<file path="config.mk">
export PLATFORM = sky130hd
export DESIGN_NAME = deque_ring_buffer_flat
export DESIGN_NICKNAME = d
export VERILOG_FILES = /design/src/sv/dq_pkg.sv /design/src/sv/dq_if.sv /design/src/sv/dq_mem.sv /design/src/sv/deque_ring_buffer.sv /design/src/flat_wrapper.sv
export SDC_FILE = /design/constraint.sdc
export NUM_CORES = 1
export LEC_CHECK = 0
export BUFFER_PORTS_ARGS = -buffer_cell sky130_fd_sc_hd__buf_4
export CORE_ASPECT_RATIO = 1.25
export CORE_UTILIZATION = 50
export DETAILED_ROUTE_END_ITERATION = 12
export PLACE_DENSITY = 0.72
export SLEW_MARGIN = 20
export SYNTH_ARGS = -nofsm -noshare
export SYNTH_HDL_FRONTEND = slang
export SYNTH_SLANG_ARGS = --single-unit
</file>
<file path="constraint.sdc">
create_clock -name clk_i -period 5.2 [get_ports clk_i]
set_input_delay 0.26 -clock clk_i [delete_from_list [all_inputs] [get_ports clk_i]]
set_output_delay 0.26 -clock clk_i [all_outputs]
set_load 0.03 [all_outputs]
</file>
<file path="src/sv/dq_pkg.sv">
// Shared constants, operation and status codes for the deque ring buffer.
package dq_pkg;

  localparam int unsigned DEPTH_DEF  = 16;
  localparam int unsigned DATA_W_DEF = 32;

  localparam int unsigned KIND_W   = 3;
  localparam int unsigned VALUE_W  = 32;
  localparam int unsigned INDEX_W  = 4;
  localparam int unsigned STATUS_W = 2;

  typedef enum logic [KIND_W-1:0] {
    KIND_PUSH_FRONT = 3'd0,
    KIND_PUSH_BACK  = 3'd1,
    KIND_POP_FRONT  = 3'd2,
    KIND_POP_BACK   = 3'd3,
    KIND_READ       = 3'd4,
    KIND_CLEAR      = 3'd5
  } kind_e;

  typedef enum logic [STATUS_W-1:0] {
    STAT_OK    = 2'd0,
    STAT_FULL  = 2'd1,
    STAT_EMPTY = 2'd2,
    STAT_RANGE = 2'd3
  } status_e;

endpackage

</file>
<file path="src/sv/dq_if.sv">
// Request and response channel interfaces of the deque ring buffer.
interface dq_in_if;
  import dq_pkg::*;

  logic                      valid;
  logic                      ready;
  logic [KIND_W-1:0]         kind;
  logic signed [VALUE_W-1:0] value;
  logic [INDEX_W-1:0]        index;

  modport source (output valid, kind, value, index, input ready);
  modport sink   (input valid, kind, value, index, output ready);
endinterface

interface dq_out_if #(
  parameter int unsigned DEPTH = dq_pkg::DEPTH_DEF
);
  import dq_pkg::*;

  localparam int unsigned CNT_W = $clog2(DEPTH + 1);

  logic                      valid;
  logic                      ready;
  logic signed [VALUE_W-1:0] front_value;
  logic signed [VALUE_W-1:0] back_value;
  logic signed [VALUE_W-1:0] read_value;
  logic [CNT_W-1:0]          count;
  logic                      is_empty;
  logic                      is_full;
  logic [STATUS_W-1:0]       status;

  modport source (output valid, front_value, back_value, read_value, count, is_empty,
                  is_full, status, input ready);
  modport sink   (input valid, front_value, back_value, read_value, count, is_empty,
                  is_full, status, output ready);
endinterface

</file>
<file path="src/sv/dq_mem.sv">
// Entry store: one write port, one read port with registered read data.
module dq_mem #(
  parameter int unsigned DEPTH      = dq_pkg::DEPTH_DEF,
  parameter int unsigned DATA_WIDTH = dq_pkg::DATA_W_DEF
) (
  input  logic                     clk_i,
  input  logic                     we_i,
  input  logic [$clog2(DEPTH)-1:0] waddr_i,
  input  logic [DATA_WIDTH-1:0]    wdata_i,
  input  logic                     re_i,
  input  logic [$clog2(DEPTH)-1:0] raddr_i,
  output logic [DATA_WIDTH-1:0]    rdata_o
);
  logic [DATA_WIDTH-1:0] mem_q [DEPTH];
  logic [DATA_WIDTH-1:0] rdata_q;

  always_ff @(posedge clk_i) begin
    if (we_i) begin
      mem_q[waddr_i] <= wdata_i;
    end
  end

  // read data holds until the next read
  always_ff @(posedge clk_i) begin
    if (re_i) begin
      rdata_q <= mem_q[raddr_i];
    end
  end

  assign rdata_o = rdata_q;
endmodule

</file>
<file path="src/sv/deque_ring_buffer.sv">
// Top level: double-ended queue over a ring buffer memory.
//
//  channel | dir | interface | payload
//  in_i    | in  | dq_in_if  | kind, value, index
//  out_o   | out | dq_out_if | front/back/read value, count, empty, full, status
//
// Per item: the accept cycle moves the pointers, writes a push and starts the
// one memory read an item may need; the response state then takes the read
// data into the output register, as the single read port's data is registered.
// Reset clears control state, pointers and count; entries are not cleared. A
// result not taken holds the block in its response state, where no new item is taken.
module deque_ring_buffer #(
  parameter int unsigned DEPTH      = dq_pkg::DEPTH_DEF,
  parameter int unsigned DATA_WIDTH = dq_pkg::DATA_W_DEF
) (
  input  logic     clk_i,
  input  logic     rst_ni,
  dq_in_if.sink    in_i,
  dq_out_if.source out_o
);
  import dq_pkg::*;

  localparam int unsigned PTR_W = $clog2(DEPTH);
  localparam int unsigned CNT_W = $clog2(DEPTH + 1);
  localparam int unsigned CMP_W = (CNT_W > INDEX_W) ? CNT_W : INDEX_W;

  localparam logic [PTR_W:0]   DEPTH_SUM = (PTR_W + 1)'(DEPTH);
  localparam logic [PTR_W-1:0] PTR_LAST  = PTR_W'(DEPTH - 1);
  localparam logic [CNT_W-1:0] CNT_FULL  = CNT_W'(DEPTH);
  localparam logic [CNT_W-1:0] CNT_ONE   = CNT_W'(1);
  localparam logic [CNT_W-1:0] CNT_TWO   = CNT_W'(2);

  localparam logic ST_IDLE = 1'b0;
  localparam logic ST_RESP = 1'b1;

  localparam logic [1:0] SEL_NONE  = 2'd0;
  localparam logic [1:0] SEL_FRONT = 2'd1;
  localparam logic [1:0] SEL_BACK  = 2'd2;
  localparam logic [1:0] SEL_READ  = 2'd3;

  function automatic logic [PTR_W-1:0] ptr_add(input logic [PTR_W-1:0] p,
                                               input logic [PTR_W-1:0] off);
    logic [PTR_W:0] sum;
    sum = {1'b0, p} + {1'b0, off};
    if (sum >= DEPTH_SUM) begin
      sum = sum - DEPTH_SUM;
    end
    return sum[PTR_W-1:0];
  endfunction

  logic                state_q, state_d;
  logic [PTR_W-1:0]    head_q, head_d;
  logic [CNT_W-1:0]    count_q, count_d;
  logic [DATA_WIDTH-1:0] front_q, front_d;
  logic [DATA_WIDTH-1:0] back_q, back_d;
  logic [1:0]          sel_q, sel_d;
  logic [STATUS_W-1:0] status_q, status_d;

  logic                  out_valid_q, out_valid_d;
  logic [VALUE_W-1:0]    out_front_q, out_back_q, out_read_q;
  logic [CNT_W-1:0]      out_count_q;
  logic [STATUS_W-1:0]   out_status_q;

  logic                  accept, resp_load, q_empty, q_full, idx_ok;
  logic [DATA_WIDTH-1:0] wr_data, front_pick, back_pick, mem_rdata;
  logic                  mem_we, mem_re;
  logic [PTR_W-1:0]      mem_waddr, mem_raddr;

  assign in_i.ready = (state_q == ST_IDLE);
  assign accept     = in_i.valid && in_i.ready;
  assign resp_load  = (state_q == ST_RESP) && (!out_valid_q || out_o.ready);

  assign q_empty = (count_q == '0);
  assign q_full  = (count_q == CNT_FULL);
  assign idx_ok  = CMP_W'(in_i.index) < CMP_W'(count_q);
  assign wr_data = DATA_WIDTH'($unsigned(in_i.value));

  // Reads and writes never share a cycle, and a read only ever comes after the
  // previous item's write has been done, so no forwarding is needed.
  always_comb begin
    head_d    = head_q;
    count_d   = count_q;
    front_d   = front_q;
    back_d    = back_q;
    sel_d     = sel_q;
    status_d  = status_q;
    mem_we    = 1'b0;
    mem_waddr = head_q;
    mem_re    = 1'b0;
    mem_raddr = head_q;
    if (accept) begin
      sel_d    = SEL_NONE;
      status_d = STAT_OK;
      unique case (in_i.kind)
        KIND_PUSH_FRONT: begin
          if (q_full) begin
            status_d = STAT_FULL;
          end else begin
            head_d    = (head_q == '0) ? PTR_LAST : head_q - PTR_W'(1);
            mem_we    = 1'b1;
            mem_waddr = head_d;
            count_d   = count_q + CNT_ONE;
            front_d   = wr_data;
            if (q_empty) begin
              back_d = wr_data;
            end
          end
        end
        KIND_PUSH_BACK: begin
          if (q_full) begin
            status_d = STAT_FULL;
          end else begin
            mem_we    = 1'b1;
            mem_waddr = ptr_add(head_q, PTR_W'(count_q));
            count_d   = count_q + CNT_ONE;
            back_d    = wr_data;
            if (q_empty) begin
              front_d = wr_data;
            end
          end
        end
        KIND_POP_FRONT: begin
          if (q_empty) begin
            status_d = STAT_EMPTY;
          end else begin
            head_d  = (head_q == PTR_LAST) ? '0 : head_q + PTR_W'(1);
            count_d = count_q - CNT_ONE;
            if (count_q >= CNT_TWO) begin
              mem_re    = 1'b1;
              mem_raddr = head_d;
              sel_d     = SEL_FRONT;
            end
          end
        end
        KIND_POP_BACK: begin
          if (q_empty) begin
            status_d = STAT_EMPTY;
          end else begin
            count_d = count_q - CNT_ONE;
            if (count_q >= CNT_TWO) begin
              mem_re    = 1'b1;
              mem_raddr = ptr_add(head_q, PTR_W'(count_q - CNT_TWO));
              sel_d     = SEL_BACK;
            end
          end
        end
        KIND_READ: begin
          if (idx_ok) begin
            mem_re    = 1'b1;
            mem_raddr = ptr_add(head_q, PTR_W'(in_i.index));
            sel_d     = SEL_READ;
          end else begin
            status_d = STAT_RANGE;
          end
        end
        KIND_CLEAR: begin
          head_d  = '0;
          count_d = '0;
        end
        default: begin
        end
      endcase
    end else if (resp_load) begin
      front_d = front_pick;
      back_d  = back_pick;
    end
  end

  assign front_pick = (sel_q == SEL_FRONT) ? mem_rdata : front_q;
  assign back_pick  = (sel_q == SEL_BACK) ? mem_rdata : back_q;

  always_comb begin
    state_d = state_q;
    unique case (state_q)
      ST_IDLE: if (accept) state_d = ST_RESP;
      ST_RESP: if (resp_load) state_d = ST_IDLE;
      default: state_d = ST_IDLE;
    endcase
  end

  always_comb begin
    out_valid_d = out_valid_q;
    if (resp_load) begin
      out_valid_d = 1'b1;
    end else if (out_o.ready) begin
      out_valid_d = 1'b0;
    end
  end

  always_ff @(posedge clk_i or negedge rst_ni) begin
    if (!rst_ni) begin
      state_q     <= ST_IDLE;
      head_q      <= '0;
      count_q     <= '0;
      sel_q       <= SEL_NONE;
      status_q    <= STAT_OK;
      out_valid_q <= 1'b0;
    end else begin
      state_q     <= state_d;
      head_q      <= head_d;
      count_q     <= count_d;
      sel_q       <= sel_d;
      status_q    <= status_d;
      out_valid_q <= out_valid_d;
    end
  end

  always_ff @(posedge clk_i) begin
    front_q <= front_d;
    back_q  <= back_d;
  end

  always_ff @(posedge clk_i) begin
    if (resp_load) begin
      out_front_q  <= q_empty ? '0 : VALUE_W'(front_pick);
      out_back_q   <= q_empty ? '0 : VALUE_W'(back_pick);
      out_read_q   <= (sel_q == SEL_READ) ? VALUE_W'(mem_rdata) : '0;
      out_count_q  <= count_q;
      out_status_q <= status_q;
    end
  end

  dq_mem #(
    .DEPTH      (DEPTH),
    .DATA_WIDTH (DATA_WIDTH)
  ) u_dq_mem (
    .clk_i   (clk_i),
    .we_i    (mem_we),
    .waddr_i (mem_waddr),
    .wdata_i (wr_data),
    .re_i    (mem_re),
    .raddr_i (mem_raddr),
    .rdata_o (mem_rdata)
  );

  assign out_o.valid       = out_valid_q;
  assign out_o.front_value = out_front_q;
  assign out_o.back_value  = out_back_q;
  assign out_o.read_value  = out_read_q;
  assign out_o.count       = out_count_q;
  assign out_o.is_empty    = (out_count_q == '0);
  assign out_o.is_full     = (out_count_q == CNT_FULL);
  assign out_o.status      = out_status_q;

`ifndef SYNTHESIS
  a_count_bound: assert property (@(posedge clk_i) disable iff (!rst_ni)
    count_q <= CNT_FULL)
    else $error("entry count above depth");

  a_one_port: assert property (@(posedge clk_i) disable iff (!rst_ni)
    !(mem_we && mem_re))
    else $error("memory read and write in one cycle");

  a_accept_resp: assert property (@(posedge clk_i) disable iff (!rst_ni)
    accept |=> (state_q == ST_RESP))
    else $error("accepted item did not enter response state");

  a_push_grows: assert property (@(posedge clk_i) disable iff (!rst_ni)
    (accept && mem_we) |=> (count_q == $past(count_q) + CNT_ONE))
    else $error("push did not grow the count");
`endif
endmodule

</file>
<file path="src/flat_wrapper.sv">
// flat-port wrapper written by rule: the top's interface ports become plain ports
module deque_ring_buffer_flat import dq_pkg::*;
#(
  parameter int unsigned DEPTH      = dq_pkg::DEPTH_DEF,
  parameter int unsigned DATA_WIDTH = dq_pkg::DATA_W_DEF
)
  (clk_i, rst_ni, in_i_valid, in_i_kind, in_i_value, in_i_index, in_i_ready, out_o_valid, out_o_front_value, out_o_back_value, out_o_read_value, out_o_count, out_o_is_empty, out_o_is_full, out_o_status, out_o_ready);
  dq_in_if in_i_i ();
  dq_out_if #(.DEPTH(DEPTH)) out_o_i ();
  input  logic clk_i;
  input  logic rst_ni;
  input wire logic [$bits(in_i_i.valid)-1:0] in_i_valid;
  input wire logic [$bits(in_i_i.kind)-1:0] in_i_kind;
  input wire logic [$bits(in_i_i.value)-1:0] in_i_value;
  input wire logic [$bits(in_i_i.index)-1:0] in_i_index;
  output wire logic [$bits(in_i_i.ready)-1:0] in_i_ready;
  output wire logic [$bits(out_o_i.valid)-1:0] out_o_valid;
  output wire logic [$bits(out_o_i.front_value)-1:0] out_o_front_value;
  output wire logic [$bits(out_o_i.back_value)-1:0] out_o_back_value;
  output wire logic [$bits(out_o_i.read_value)-1:0] out_o_read_value;
  output wire logic [$bits(out_o_i.count)-1:0] out_o_count;
  output wire logic [$bits(out_o_i.is_empty)-1:0] out_o_is_empty;
  output wire logic [$bits(out_o_i.is_full)-1:0] out_o_is_full;
  output wire logic [$bits(out_o_i.status)-1:0] out_o_status;
  input wire logic [$bits(out_o_i.ready)-1:0] out_o_ready;
  assign in_i_i.valid = in_i_valid;
  assign in_i_i.kind = in_i_kind;
  assign in_i_i.value = in_i_value;
  assign in_i_i.index = in_i_index;
  assign in_i_ready = in_i_i.ready;
  assign out_o_valid = out_o_i.valid;
  assign out_o_front_value = out_o_i.front_value;
  assign out_o_back_value = out_o_i.back_value;
  assign out_o_read_value = out_o_i.read_value;
  assign out_o_count = out_o_i.count;
  assign out_o_is_empty = out_o_i.is_empty;
  assign out_o_is_full = out_o_i.is_full;
  assign out_o_status = out_o_i.status;
  assign out_o_i.ready = out_o_ready;
  deque_ring_buffer #(.DEPTH(DEPTH), .DATA_WIDTH(DATA_WIDTH)) u_core (.clk_i(clk_i), .rst_ni(rst_ni), .in_i(in_i_i), .out_o(out_o_i));
endmodule
</file>
# --- Yosys cells after proc, flatten, opt, wreduce, memory -nomap -nowiden ---
# Memory sizes are Yosys's and may differ from the RTL's. A register that Yosys moved wholly into a read port is not among the register bits.
# Index checks and enable logic that the tools add are counted.
op_classes:
  add_sub_neg: 11
  n_mul: 0
  n_div: 0
  magnitude_cmp: 5
  eq_ne: 19
  shifts: 0
  n_mux: 57
  bitwise_logic: 1
  n_reduce_logical: 18
op_table:
  columns: ["operator", "count"]
  rows:
  - ["$mux 32", 9]
  - ["$pmux 32 s2", 2]
  - ["$mux 4", 15]
  - ["$pmux 4 s3", 2]
  - ["$sub 4x1->4 const B", 4]
  - ["$add 4x4->5", 3]
  - ["$ge 5x5->1 const B", 3]
  - ["$mux 1", 15]
  - ["$ne 3x3->1 const B", 5]
  - ["$pmux 5 s3", 1]
  - ["$mux 2", 6]
  - ["$pmux 2 s3", 2]
  - ["$eq 5x5->1 const B", 2]
  - ["$logic_not 5->1", 2]
  - ["$mux 5", 2]
  - ["$reduce_and 5->1", 2]
  - ["$pmux 4 s2", 1]
  - ["$eq 3x2->1 const B", 2]
  - ["$eq 3x3->1 const B", 2]
  - ["$ne 2x2->1 const B", 3]
  - ["$reduce_bool 3->1", 2]
  - ["$add 5x1->5 const B", 1]
  - ["$ge 5x2->1 const B", 1]
  - ["$lt 4x5->1", 1]
  - ["other kinds (18)", 23]
totals:
  register_bits: 182
  latch_bits: 0
  ramBits: 512
  rom_bits: 0
  elab_cells: 125
  memories: 1
memory_table:
  columns: ["memory", "words", "width", "rd", "rd_clocked_by_memory_dff", "wr", "line_no", "source"]
  rows:
  - ["u_core.u_dq_mem.mem_q", 16, 32, 1, 1, 1, "dq_mem.sv:14", "logic [DATA_WIDTH-1:0] mem_q [DEPTH];"]

# --- Depth between registers and ports, before layout ---
# Gate-level depths: netlist of run 1.
depth:
  depth_word: 8
  ltp_mapped: 14

# --- Modules after synthesis ---
# From an unflattened synthesis of run 1, not the netlist that was laid out.
hier_totals:
  cells_unflattened: 1532
  hier_area_um2: 28727.6
modules_own_cells:
  columns: ["mod", "n_inst", "cells_per_inst", "area_each_um2", "seq_area_each_um2"]
  rows:
  - ["dq_mem", 1, 838, 20155.6, 16335.7]
  - ["deque_ring_buffer", 1, 694, 8572.0, 5390.2]

# --- Worst setup path before layout of run 1 ---
# Ideal clock, no wire load.
synth_path:
  path_type: "register to register"
  from: "register u_core.count_q[1]"
  to: "memory u_core.u_dq_mem.mem_q[12][0] in the netlist's numbering, enable pin"
  setup_ns: 0.421
  t_arrival_ns: 3.605
  t_required_ns: 4.779
  slack_ns: 1.174
  path_stages_with_launch: 11
  n_path_buf: 0
  period_less_slack_ns: 4.026
  path_cell_list: "dfrtp_1 inv_1 ha_1 nor2b_1 o21ai_0 a21oi_1 nor3b_1 mux2i_1 a211o_1 or2_2 nor2_1"
synth_via:
  elab_chain_len: 6
synth_rtl:
  columns: ["element", "line_no", "source"]
  rows:
  - ["from (decl)", "deque_ring_buffer.sv:53", "logic [CNT_W-1:0] count_q, count_d;"]
  - ["from (signal assigned)", "deque_ring_buffer.sv:201", "count_q <= count_d;"]
  - ["$add 4x4->5 or $eq 5x5->1 (tied branches)", "deque_ring_buffer.sv:44, deque_ring_buffer.sv:74", null]
  - ["$sub 4x1->4, or another cell as far along", "deque_ring_buffer.sv:46", "sum = sum - DEPTH_SUM;"]
  - ["$mux 4 or $mux 1 (tied branches)", null, null]
  - ["$mux 4 or $mux 1 (tied branches)", "deque_ring_buffer.sv:110, deque_ring_buffer.sv:91", null]
  - ["$pmux 4 s2 or $mux 1 (tied branches)", "deque_ring_buffer.sv:94, dq_mem.sv:18", null]
  - ["$mux 4 or $mux 1 (tied branches)", "deque_ring_buffer.sv:91, dq_mem.sv:19", null]
  - ["to (decl)", "dq_mem.sv:14", null]
# Several ways; a longest one is shown, not always the timed one.

# --- Worst setup path after layout of run 1 ---
layout_path:
  from: "register u_core.count_q[3]"
  to: "register u_core.u_dq_mem.rdata_q[17], in the netlist u_core.u_dq_mem.rdata_o[17] (read register of u_core.u_dq_mem.mem_q), data pin"
layout_via:
  elab_chain_len: 8
layout_rtl:
  columns: ["element", "line_no", "source"]
  rows:
  - ["$sub 4x2->4", "deque_ring_buffer.sv:142", "mem_raddr = ptr_add(head_q, PTR_W'(count_q - CNT_TWO));"]
  - ["$add 4x4->5", "deque_ring_buffer.sv:44", "sum = {1'b0, p} + {1'b0, off};"]
  - ["$sub 4x1->4 or $ge 5x5->1 (tied branches)", "deque_ring_buffer.sv:46, deque_ring_buffer.sv:45", null]
  - ["$mux 4", "deque_ring_buffer.sv:45", "if (sum >= DEPTH_SUM) begin"]
  - ["$mux 4", "deque_ring_buffer.sv:140", "if (count_q >= CNT_TWO) begin"]
  - ["$mux 4", "deque_ring_buffer.sv:136", "if (q_empty) begin"]
  - ["$pmux 4 s3", "deque_ring_buffer.sv:94", "unique case (in_i.kind)"]
  - ["$mux 4", "deque_ring_buffer.sv:91", "if (accept) begin"]
  - ["to (decl)", "dq_mem.sv:15", "logic [DATA_WIDTH-1:0] rdata_q;"]
# Several ways; a longest one is shown, not always the timed one.
# A chain may end at the register's enable or synchronous reset.

==> tab_implementation.tex, run 1 <==
\begin{tabular}{lr}
\hline
Metric & Value \\
\hline
\multicolumn{2}{l}{\textbf{Status}} \\
\quad Result of the run & finished, final reports clean \\
\multicolumn{2}{l}{\textbf{Global routing}} \\
\quad Maximum number of pins on one net before global-route repair & 94 \\
\quad Number of antenna violations at the first check in global routing & 1 \\
\quad All-Layer GR Usage & 25.77\% \\
\quad Wire length of the first global-routing pass & 123900 um \\
\quad Number of global-route vias before repair & 21280 \\
\quad Remaining Overflow, GRT & 0 \\
\multicolumn{2}{l}{\textbf{Floorplan}} \\
\quad Initial core utilization & 50.84\% \\
\quad Die Span Y & 280.8 um \\
\quad Chip Width & 225.1 um \\
\quad I/O pin count & 150 \\
\quad Placeable core area & 0.06116 sq mm \\
\quad Row count & 101 \\
\quad Total Die Area & 0.06321 sq mm \\
\multicolumn{2}{l}{\textbf{STA}} \\
\quad Peak Freq & 229.6 MHz \\
\quad Crit path time final & 4.355 ns \\
\quad Sum Neg Setup Slack & 0 ns \\
\quad Actual transition at the worst max-transition pin & 1.193 ns \\
\quad Final number of max-transition violations & 0 \\
\quad Unrepaired setup endpoints after global routing & no \\
\quad Worst Slack Setup Final & 0.8451 ns \\
\quad Ratio of final minimum period to clock period & 83.75\% \\
\quad Hold violation count in the final report & 0 \\
\quad Final worst clock skew & 0.02430 ns \\
\quad Total setup violations reported at the end of the flow & 0 \\
\quad Relative slew slack & 20.50\% \\
\multicolumn{2}{l}{\textbf{Critical path}} \\
\quad Peak fanout along the critical path & 93 \\
\quad Source of the worst register-to-register timing path & u\_core.count\_q[3]\$\_DFFE\_PN0P\_ \\
\quad Signal arrival time at the worst endpoint & 4.71 ns \\
\quad Worst R2R End & u\_core.u\_dq\_mem.rdata\_o[17]\$\_DFFE\_PP\_ \\
\quad Register-to-register setup slack & 0.85 ns \\
\quad Endpoint kind of the worst setup timing path & flip-flop \\
\quad Data required time at the worst endpoint & 5.55 ns \\
\quad Setup Crit Path Kind & reg -> reg \\
\quad Worst Reg-to-Reg Cells & 11 \\
\quad Element type at the critical path start & flip-flop \\
\multicolumn{2}{l}{\textbf{Power}} \\
\quad Lkg Pwr & 12.29 nW \\
\quad Cell area power density & 578.6 mW/mm\^{}2 \\
\quad Largest vdd supply drop & 0.0003686 V \\
\multicolumn{2}{l}{\textbf{Detailed routing}} \\
\quad Iteration-0 DRC count of the detailed router & 2619 \\
\quad Final WL & 81620 um \\
\quad Vias per cell & 6.302 \\
\quad DRC viols & 0 \\
\quad Pre-Repair DR Iteration Count & 6 \\
\quad Number of routed nets with antenna violations & 0 \\
\quad Vias after detailed routing & 21510 \\
\quad Average routed wire per standard cell & 23.91 um \\
\multicolumn{2}{l}{\textbf{Synth}} \\
\quad Async SR Flop Fraction & 2.066\% \\
\quad Post-Syn Area per Cell & 12.81 sq um \\
\quad Synthesized Nets & 2492 \\
\quad Sequential cell area fraction in the yosys report & 69.86\% \\
\quad Mapped cell area & 0.03110 sq mm \\
\quad Mapped Cells & 2427 \\
\quad Main flop type after synthesis & edfxtp\_1 \\
\quad Total number of yosys warnings & 0 \\
\quad Post-synth EDFFs & 711 \\
\quad Count of state elements after synthesis & 726 \\
\quad Count of distinct cell types in the synthesized netlist & 61 \\
\multicolumn{2}{l}{\textbf{Cells and area}} \\
\quad Most common cell after layout, fill and taps aside & edfxtp\_1 \\
\quad Highest-count cells in the layout ignoring fill and taps & edfxtp\_1, a21oi\_1, nand2\_1, buf\_4, nand3\_1 \\
\quad Design Area, Final & 0.03566 sq mm \\
\quad Number of nets in the final layout & 2601 \\
\quad Syn-to-layout area delta & 14.68\% \\
\quad Multi-input logic area & 0.008675 sq mm \\
\quad Fillers & 4757 \\
\quad Diodes inserted & 0 \\
\quad Sequential cell area & 0.02173 sq mm \\
\quad Share of final-layout standard cells stronger than drive strength 1 & 13.51\% \\
\multicolumn{2}{l}{\textbf{Worst hold path}} \\
\quad Hold-critical path depth & 1 \\
\quad Hold path startpoint & in\_i\_value[18] \\
\quad WHS Endpoint & u\_core.u\_dq\_mem.mem\_q[14][18]\$\_DFFE\_PP\_ \\
\quad Class of the tightest hold or removal check & in -> reg \\
\multicolumn{2}{l}{\textbf{CTS}} \\
\quad Clock slew at the register clock pins of the worst setup and hold paths & 0.07 ns \\
\quad Postcts setup bufs & 0 \\
\quad Insertion delay to the later sink of the worst-skew pair & 0.62 ns \\
\quad Clock tree from TritonCTS & done \\
\quad Number of buffers created by CTS & 68 \\
\quad Clock root buffer & clkbuf\_16 \\
\quad Longest Clk Path Bufs & 3 \\
\quad CTS sink cnt & 726 \\
\quad Count of H-tree levels built during CTS & 3 \\
\multicolumn{2}{l}{\textbf{Place}} \\
\quad Buffers on Ports & 149 \\
\quad HPWL after detailed placement & 48850 um \\
\quad Worst setup slack before clock tree synthesis & 0.8738 ns \\
\quad Weighted congestion reported at the end of routability-driven placement & 0.9016 \\
\quad DP Area & 0.03321 sq mm \\
\multicolumn{2}{l}{\textbf{Flow run}} \\
\quad MaxCap Viol Count & 0 \\
\hline
\end{tabular}
Yosys cell counts, types with 34 or more instances:
cell        n  area, sq um
mux2i_1    67        670.6
o21ai_0    54        270.3
nand3_1   139        695.7
o21ai_1    35        175.2
clkbuf_1  116        435.4
nand2_1   314         1179
a211oi_1   65        488.0
nor2_1    135        506.7
a32oi_1    63        551.8
and3_1     34        212.7
edfxtp_1  711        21350
buf_2      42        210.2
a21oi_1   367         1837
sequential cells by signal (all words and copies together) (netlist names):
| name | count |
|---|---|
| u_core.front_q | 32 |
| u_core.out_o.back_value | 32 |
| u_core.out_o.status | 2 |
| u_core.out_o.read_value | 32 |
| u_core.count_q | 5 |
| u_core.back_q | 32 |
| u_core.out_o.valid | 1 |
| u_core.sel_q | 2 |
| u_core.out_o.front_value | 32 |
| u_core.u_dq_mem.rdata_o | 32 |
| u_core.head_q | 4 |
| u_core.state_q | 1 |
| u_core.out_o.count | 5 |
| u_core.status_q | 2 |
| u_core.u_dq_mem.mem_q | 512 |
worst max path at each step:
stage | start | end | slack (ns) | cells after the start
6_report | u_core.count_q[3]$_DFFE_PN0P_ | u_core.u_dq_mem.rdata_o[17]$_DFFE_PP_ | 0.85 | 11
5_1_grt | u_core.count_q[3]$_DFFE_PN0P_ | u_core.u_dq_mem.rdata_o[17]$_DFFE_PP_ | 0.62 | 11
4_1_cts | u_core.count_q[1]$_DFFE_PN0P_ | u_core.u_dq_mem.rdata_o[17]$_DFFE_PP_ | 0.91 | 11
3_5_place_dp | u_core.count_q[1]$_DFFE_PN0P_ | u_core.u_dq_mem.rdata_o[21]$_DFFE_PP_ | 0.87 | 11
3_3_place_gp | u_core.count_q[1]$_DFFE_PN0P_ | u_core.u_dq_mem.rdata_o[26]$_DFFE_PP_ | 1.06 | 11
2_1_floorplan | u_core.count_q[1]$_DFFE_PN0P_ | u_core.u_dq_mem.mem_q[12][0]$_DFFE_PP_ | 1.17 | 10
kinds of logic (layout without fill, tap and decap cells):
| logic type | count (synthesis) | in the layout | share of synthesized area [%] |
|---|---|---|---|
| AO/OA/AOI/OAI | 716 | 716 | 14.41 |
| flip-flops | 726 | 726 | 69.86 |
| multiplexers | 70 | 70 | 2.265 |
| XOR/XNOR | 7 | 7 | 0.1971 |
| adder cells (fa/ha/maj) | 22 | 22 | 0.9817 |
| AND/OR/NAND/NOR | 665 | 665 | 9.234 |
| buffers and inverters | 221 | 384 | 3.054 |
repair_timing:
item | in CTS | in global routing
hold endpoints to repair | 441 | 0
hold buffers | 30 | 0
gates resized for setup | 0 | 0
layout make-up:
| cell class | instances | share of cell area [%] |
|---|---|---|
| sequential | 726 | 60.92 |
| multi-input combinational | 1480 | 24.32 |
| timing repair buffer | 241 | 5.690 |
| clock buffer | 82 | 5.038 |
| tap | 824 | 2.891 |
| clock inverter | 42 | 0.9297 |
| inverter | 19 | 0.2070 |
worst max-delay path, stage by stage (launching register included):
cell	delay, ns
dfrtp_1	0.53
inv_1	0.14
ha_1	0.29
o21ai_0	0.07
a21oi_1	0.48
a21oi_1	0.23
a21oi_4	0.85
and2_4	0.31
buf_12	0.42
a32oi_1	0.21
a22o_1	0.27
a221o_1	0.25
metrics by stage:
stage | utilization [%] | instances | power [mW] | hold WS [ns]
2_1_floorplan | - | 2427 | 13.38 | -0.03559
3_3_place_gp | 54.29 | 3259 | 15.53 | 0.1318
3_5_place_dp | 54.29 | 3259 | 15.78 | 0.1356
4_1_cts | 58.26 | 3413 | 20.57 | 0.0004307
5_1_grt | 58.31 | 3414 | 21.54 | 0.02595
6_report | 58.31 | 3414 | 20.64 | 0.01879
report_power, final:
group | switching (mW) | internal, mW | total (mW)
logic | 5.10 | 2.65 | 7.76
clock network | 2.14 | 2.68 | 4.82
registers | 0.411 | 7.65 | 8.06
total | 7.66 | 13.0 | 20.6
metal layers:
layer | GRT usage, % | part of all wire [%] | vias to the layer above | routed length [um]
met1 | 34.06 | 39 | 10600 | 31720
met5 | 0 | 0 | - | 0
li1 | - | - | 9456 | -
met4 | 11.37 | 3.3 | 0 | 2687
met3 | 3.722 | 8.9 | 199 | 7232
met2 | 42.39 | 49 | 1263 | 39980
No activity file was read; power rests on OpenSTA's default activity.
==> run 2, diff against run 1 <==
==> constraint.sdc (replaced) <==
create_clock -name clk_i -period 4.5 [get_ports clk_i]
set_input_delay 0.225 -clock clk_i [delete_from_list [all_inputs] [get_ports clk_i]]
set_output_delay 0.225 -clock clk_i [all_outputs]
set_load 0.03 [all_outputs]
==> run 2 against run 1 <==
Effect of this change:
- final cell count up 0.44%
- clock power up 19%
- clock skew up 0.0038 ns
- sequential share of layout area fell by 0.51 points
- highest routed layer unchanged
==> tab_implementation.tex, run 2 (synthesized netlist as in run 1, its figures left out) <==
\begin{tabular}{lr}
\hline
Metric & Value \\
\hline
\multicolumn{2}{l}{\textbf{Status}} \\
\quad Result of the run & finished, final reports clean \\
\multicolumn{2}{l}{\textbf{STA}} \\
\quad Relative slew slack & 39.76\% \\
\quad Final number of max-transition violations & 0 \\
\quad Actual transition at the worst max-transition pin & 0.9016 ns \\
\quad Unrepaired setup endpoints after global routing & no \\
\quad Sum Neg Setup Slack & 0 ns \\
\quad Final worst clock skew & 0.02806 ns \\
\quad Peak Freq & 243.4 MHz \\
\quad Crit path time final & 4.108 ns \\
\quad Ratio of final minimum period to clock period & 91.29\% \\
\quad Total setup violations reported at the end of the flow & 0 \\
\quad Hold violation count in the final report & 0 \\
\multicolumn{2}{l}{\textbf{Floorplan}} \\
\quad Die Span Y & 280.8 um \\
\quad Row count & 101 \\
\quad Chip Width & 225.1 um \\
\quad Initial core utilization & 50.84\% \\
\quad Placeable core area & 0.06116 sq mm \\
\quad I/O pin count & 150 \\
\quad Total Die Area & 0.06321 sq mm \\
\multicolumn{2}{l}{\textbf{Global routing}} \\
\quad Met1 track demand over resource in global routing & 33.32\% \\
\quad Busiest layer in global routing & met2 \\
\quad All-Layer GR Usage & 26.29\% \\
\quad Remaining Overflow, GRT & 0 \\
\quad Number of antenna violations at the first check in global routing & 0 \\
\quad Maximum number of pins on one net before global-route repair & 128 \\
\quad Number of global-route vias before repair & 21210 \\
\quad Fraction of met3 tracks used by global routing & 4.705\% \\
\quad Wire length of the first global-routing pass & 125400 um \\
\quad Routing usage on met2 & 44.75\% \\
\multicolumn{2}{l}{\textbf{CTS}} \\
\quad CTS sink cnt & 726 \\
\quad Number of resized instances in the post-cts repair step & 0 \\
\quad Number of buffers created by CTS & 69 \\
\quad Insertion delay to the later sink of the worst-skew pair & 0.62 ns \\
\quad Clock slew at the register clock pins of the worst setup and hold paths & 0.06 ns \\
\quad Count of H-tree levels built during CTS & 3 \\
\quad Clock root buffer & clkbuf\_16 \\
\quad Longest Clk Path Bufs & 3 \\
\quad Clock tree from TritonCTS & done \\
\multicolumn{2}{l}{\textbf{Detailed routing}} \\
\quad Number of routed nets with antenna violations & 0 \\
\quad Final WL & 83470 um \\
\quad Vias per cell & 6.292 \\
\quad Vias after detailed routing & 21570 \\
\quad DRC viols & 0 \\
\quad Iteration-0 DRC count of the detailed router & 2469 \\
\quad Average routed wire per standard cell & 24.34 um \\
\quad Pre-Repair DR Iteration Count & 8 \\
\multicolumn{2}{l}{\textbf{Place}} \\
\quad Buffers on Ports & 149 \\
\quad DP Area & 0.03339 sq mm \\
\quad Weighted congestion reported at the end of routability-driven placement & 0.8852 \\
\quad HPWL after detailed placement & 50180 um \\
\multicolumn{2}{l}{\textbf{Worst hold path}} \\
\quad Class of the tightest hold or removal check & in -> async \\
\multicolumn{2}{l}{\textbf{Critical path}} \\
\quad Element type at the critical path start & flip-flop \\
\quad Cell type group with the largest total delay on the critical path & buffers and inverters \\
\quad Peak fanout along the critical path & 70 \\
\quad Most frequent CP cell & buf\_4 \\
\quad Critical path cell sequence & inv\_1 > ha\_1 > o21ai\_0 > a21oi\_1 > a21o\_2 > a21o\_4 > buf\_4 > buf\_4 > nand3\_1 > a32oi\_1 > a22o\_1 > a221o\_1 \\
\quad Data required time at the worst endpoint & 4.97 ns \\
\quad Signal arrival time at the worst endpoint & 4.58 ns \\
\quad Slowest cell on the critical path & buf\_4 \\
\quad Register-to-register setup slack & 0.39 ns \\
\quad Sum of buffers and inverters on the critical path & 3 \\
\quad CP peak stage delay & 0.72 ns \\
\quad Setup Crit Path Kind & reg -> reg \\
\quad Endpoint kind of the worst setup timing path & flip-flop \\
\multicolumn{2}{l}{\textbf{Cells and area}} \\
\quad Design Area, Final & 0.03597 sq mm \\
\quad Syn-to-layout area delta & 15.66\% \\
\quad Diodes inserted & 0 \\
\quad Max FFs per register & 512 \\
\quad Share of final-layout standard cells stronger than drive strength 1 & 14.20\% \\
\quad Highest-count cells in the layout ignoring fill and taps & edfxtp\_1, a21oi\_1, nand2\_1, buf\_4, nand3\_1 \\
\quad Number of nets in the final layout & 2621 \\
\quad Core utilization of the finished layout & 58.81\% \\
\quad Register with the most flip-flops & u\_core.u\_dq\_mem.mem\_q \\
\quad Most common cell after layout, fill and taps aside & edfxtp\_1 \\
\multicolumn{2}{l}{\textbf{Power}} \\
\quad Cell area power density & 671.4 mW/mm\^{}2 \\
\quad Largest vdd supply drop & 0.0004065 V \\
\quad Lkg Pwr & 12.46 nW \\
\multicolumn{2}{l}{\textbf{Flow run}} \\
\quad MaxCap Viol Count & 0 \\
\hline
\end{tabular}
## run 2: cell count changes in the layout (fill, tap and decap cells not counted), moves of 2 or more
cell,before,now
bufinv_16,4,7
clkinv_1,21,15
buf_4,200,208
buf_12,10,16
dlygate4sd3_1,30,35
clkinvlp_4,4,2
clkbuf_1,12,8
clkinv_2,8,12
## run 2: where the power goes
part           leakage (nW)  switching, mW  internal [mW]
sequential             6.69          0.443           8.84
combinational          4.69           5.96           3.17
clock                  1.08           2.48           3.27
## run 2: repair_timing
| action | 4_1_cts | 5_1_grt |
|---|---|---|
| hold endpoints to repair | 529 | 0 |
| hold buffers | 35 | 0 |
| setup buffers | 0 | 0 |
## run 2: path summary, 6_finish.rpt
kind | from | cells past startpoint | to
hold reg to reg | u_core.status_q[0]$_DFFE_PN0P_ | 0 | u_core.out_o.status[0]$_DFFE_PP_
setup reg to reg | u_core.count_q[3]$_DFFE_PN0P_ | 12 | u_core.u_dq_mem.rdata_o[29]$_DFFE_PP_
hold / removal | rst_ni | 2 | u_core.head_q[3]$_DFFE_PN0P_
max in group asynchronous | rst_ni | 2 | u_core.head_q[0]$_DFFE_PN0P_
setup / recovery | u_core.count_q[3]$_DFFE_PN0P_ | 12 | u_core.u_dq_mem.rdata_o[29]$_DFFE_PP_
min in group clk_i | in_i_kind[0] | 2 | u_core.sel_q[0]$_DFFE_PN0P_
## run 2: per-layer routing
layer  vias up  share of wire (%)  wire (um)
li1       9495                  -          -
met1     10650                 38      32010
met3       209                8.6       7147
met4         0                3.2       2665
met5         -                  0          0
met2      1220                 50      41650
## run 2: final cells by class
type / count / area (sq um)
Sequential cell: 726 / 21730
Clock inverter: 42 / 415.4
Clock buffer: 78 / 1782
Fill cell: 4757 / 25200
Tap cell: 824 / 1031
Inverter: 19 / 73.82
Multi-Input combinational cell: 1480 / 8680
Timing Repair Buffer: 260 / 2260
## run 2: per-stage QoR
stage               setup slack, ns  std cells  hold slack (ns)  total power [mW]
finish                       0.3921       3429          0.02577             24.15
floorplan                    0.4742       2427         -0.07059             15.46
detailed placement           0.5273       3273           0.1152             18.36
global placement             0.6221       3273           0.1120             18.10
global route                 0.1289       3429          0.04674             25.21
CTS                          0.4895       3428          0.01341             24.10
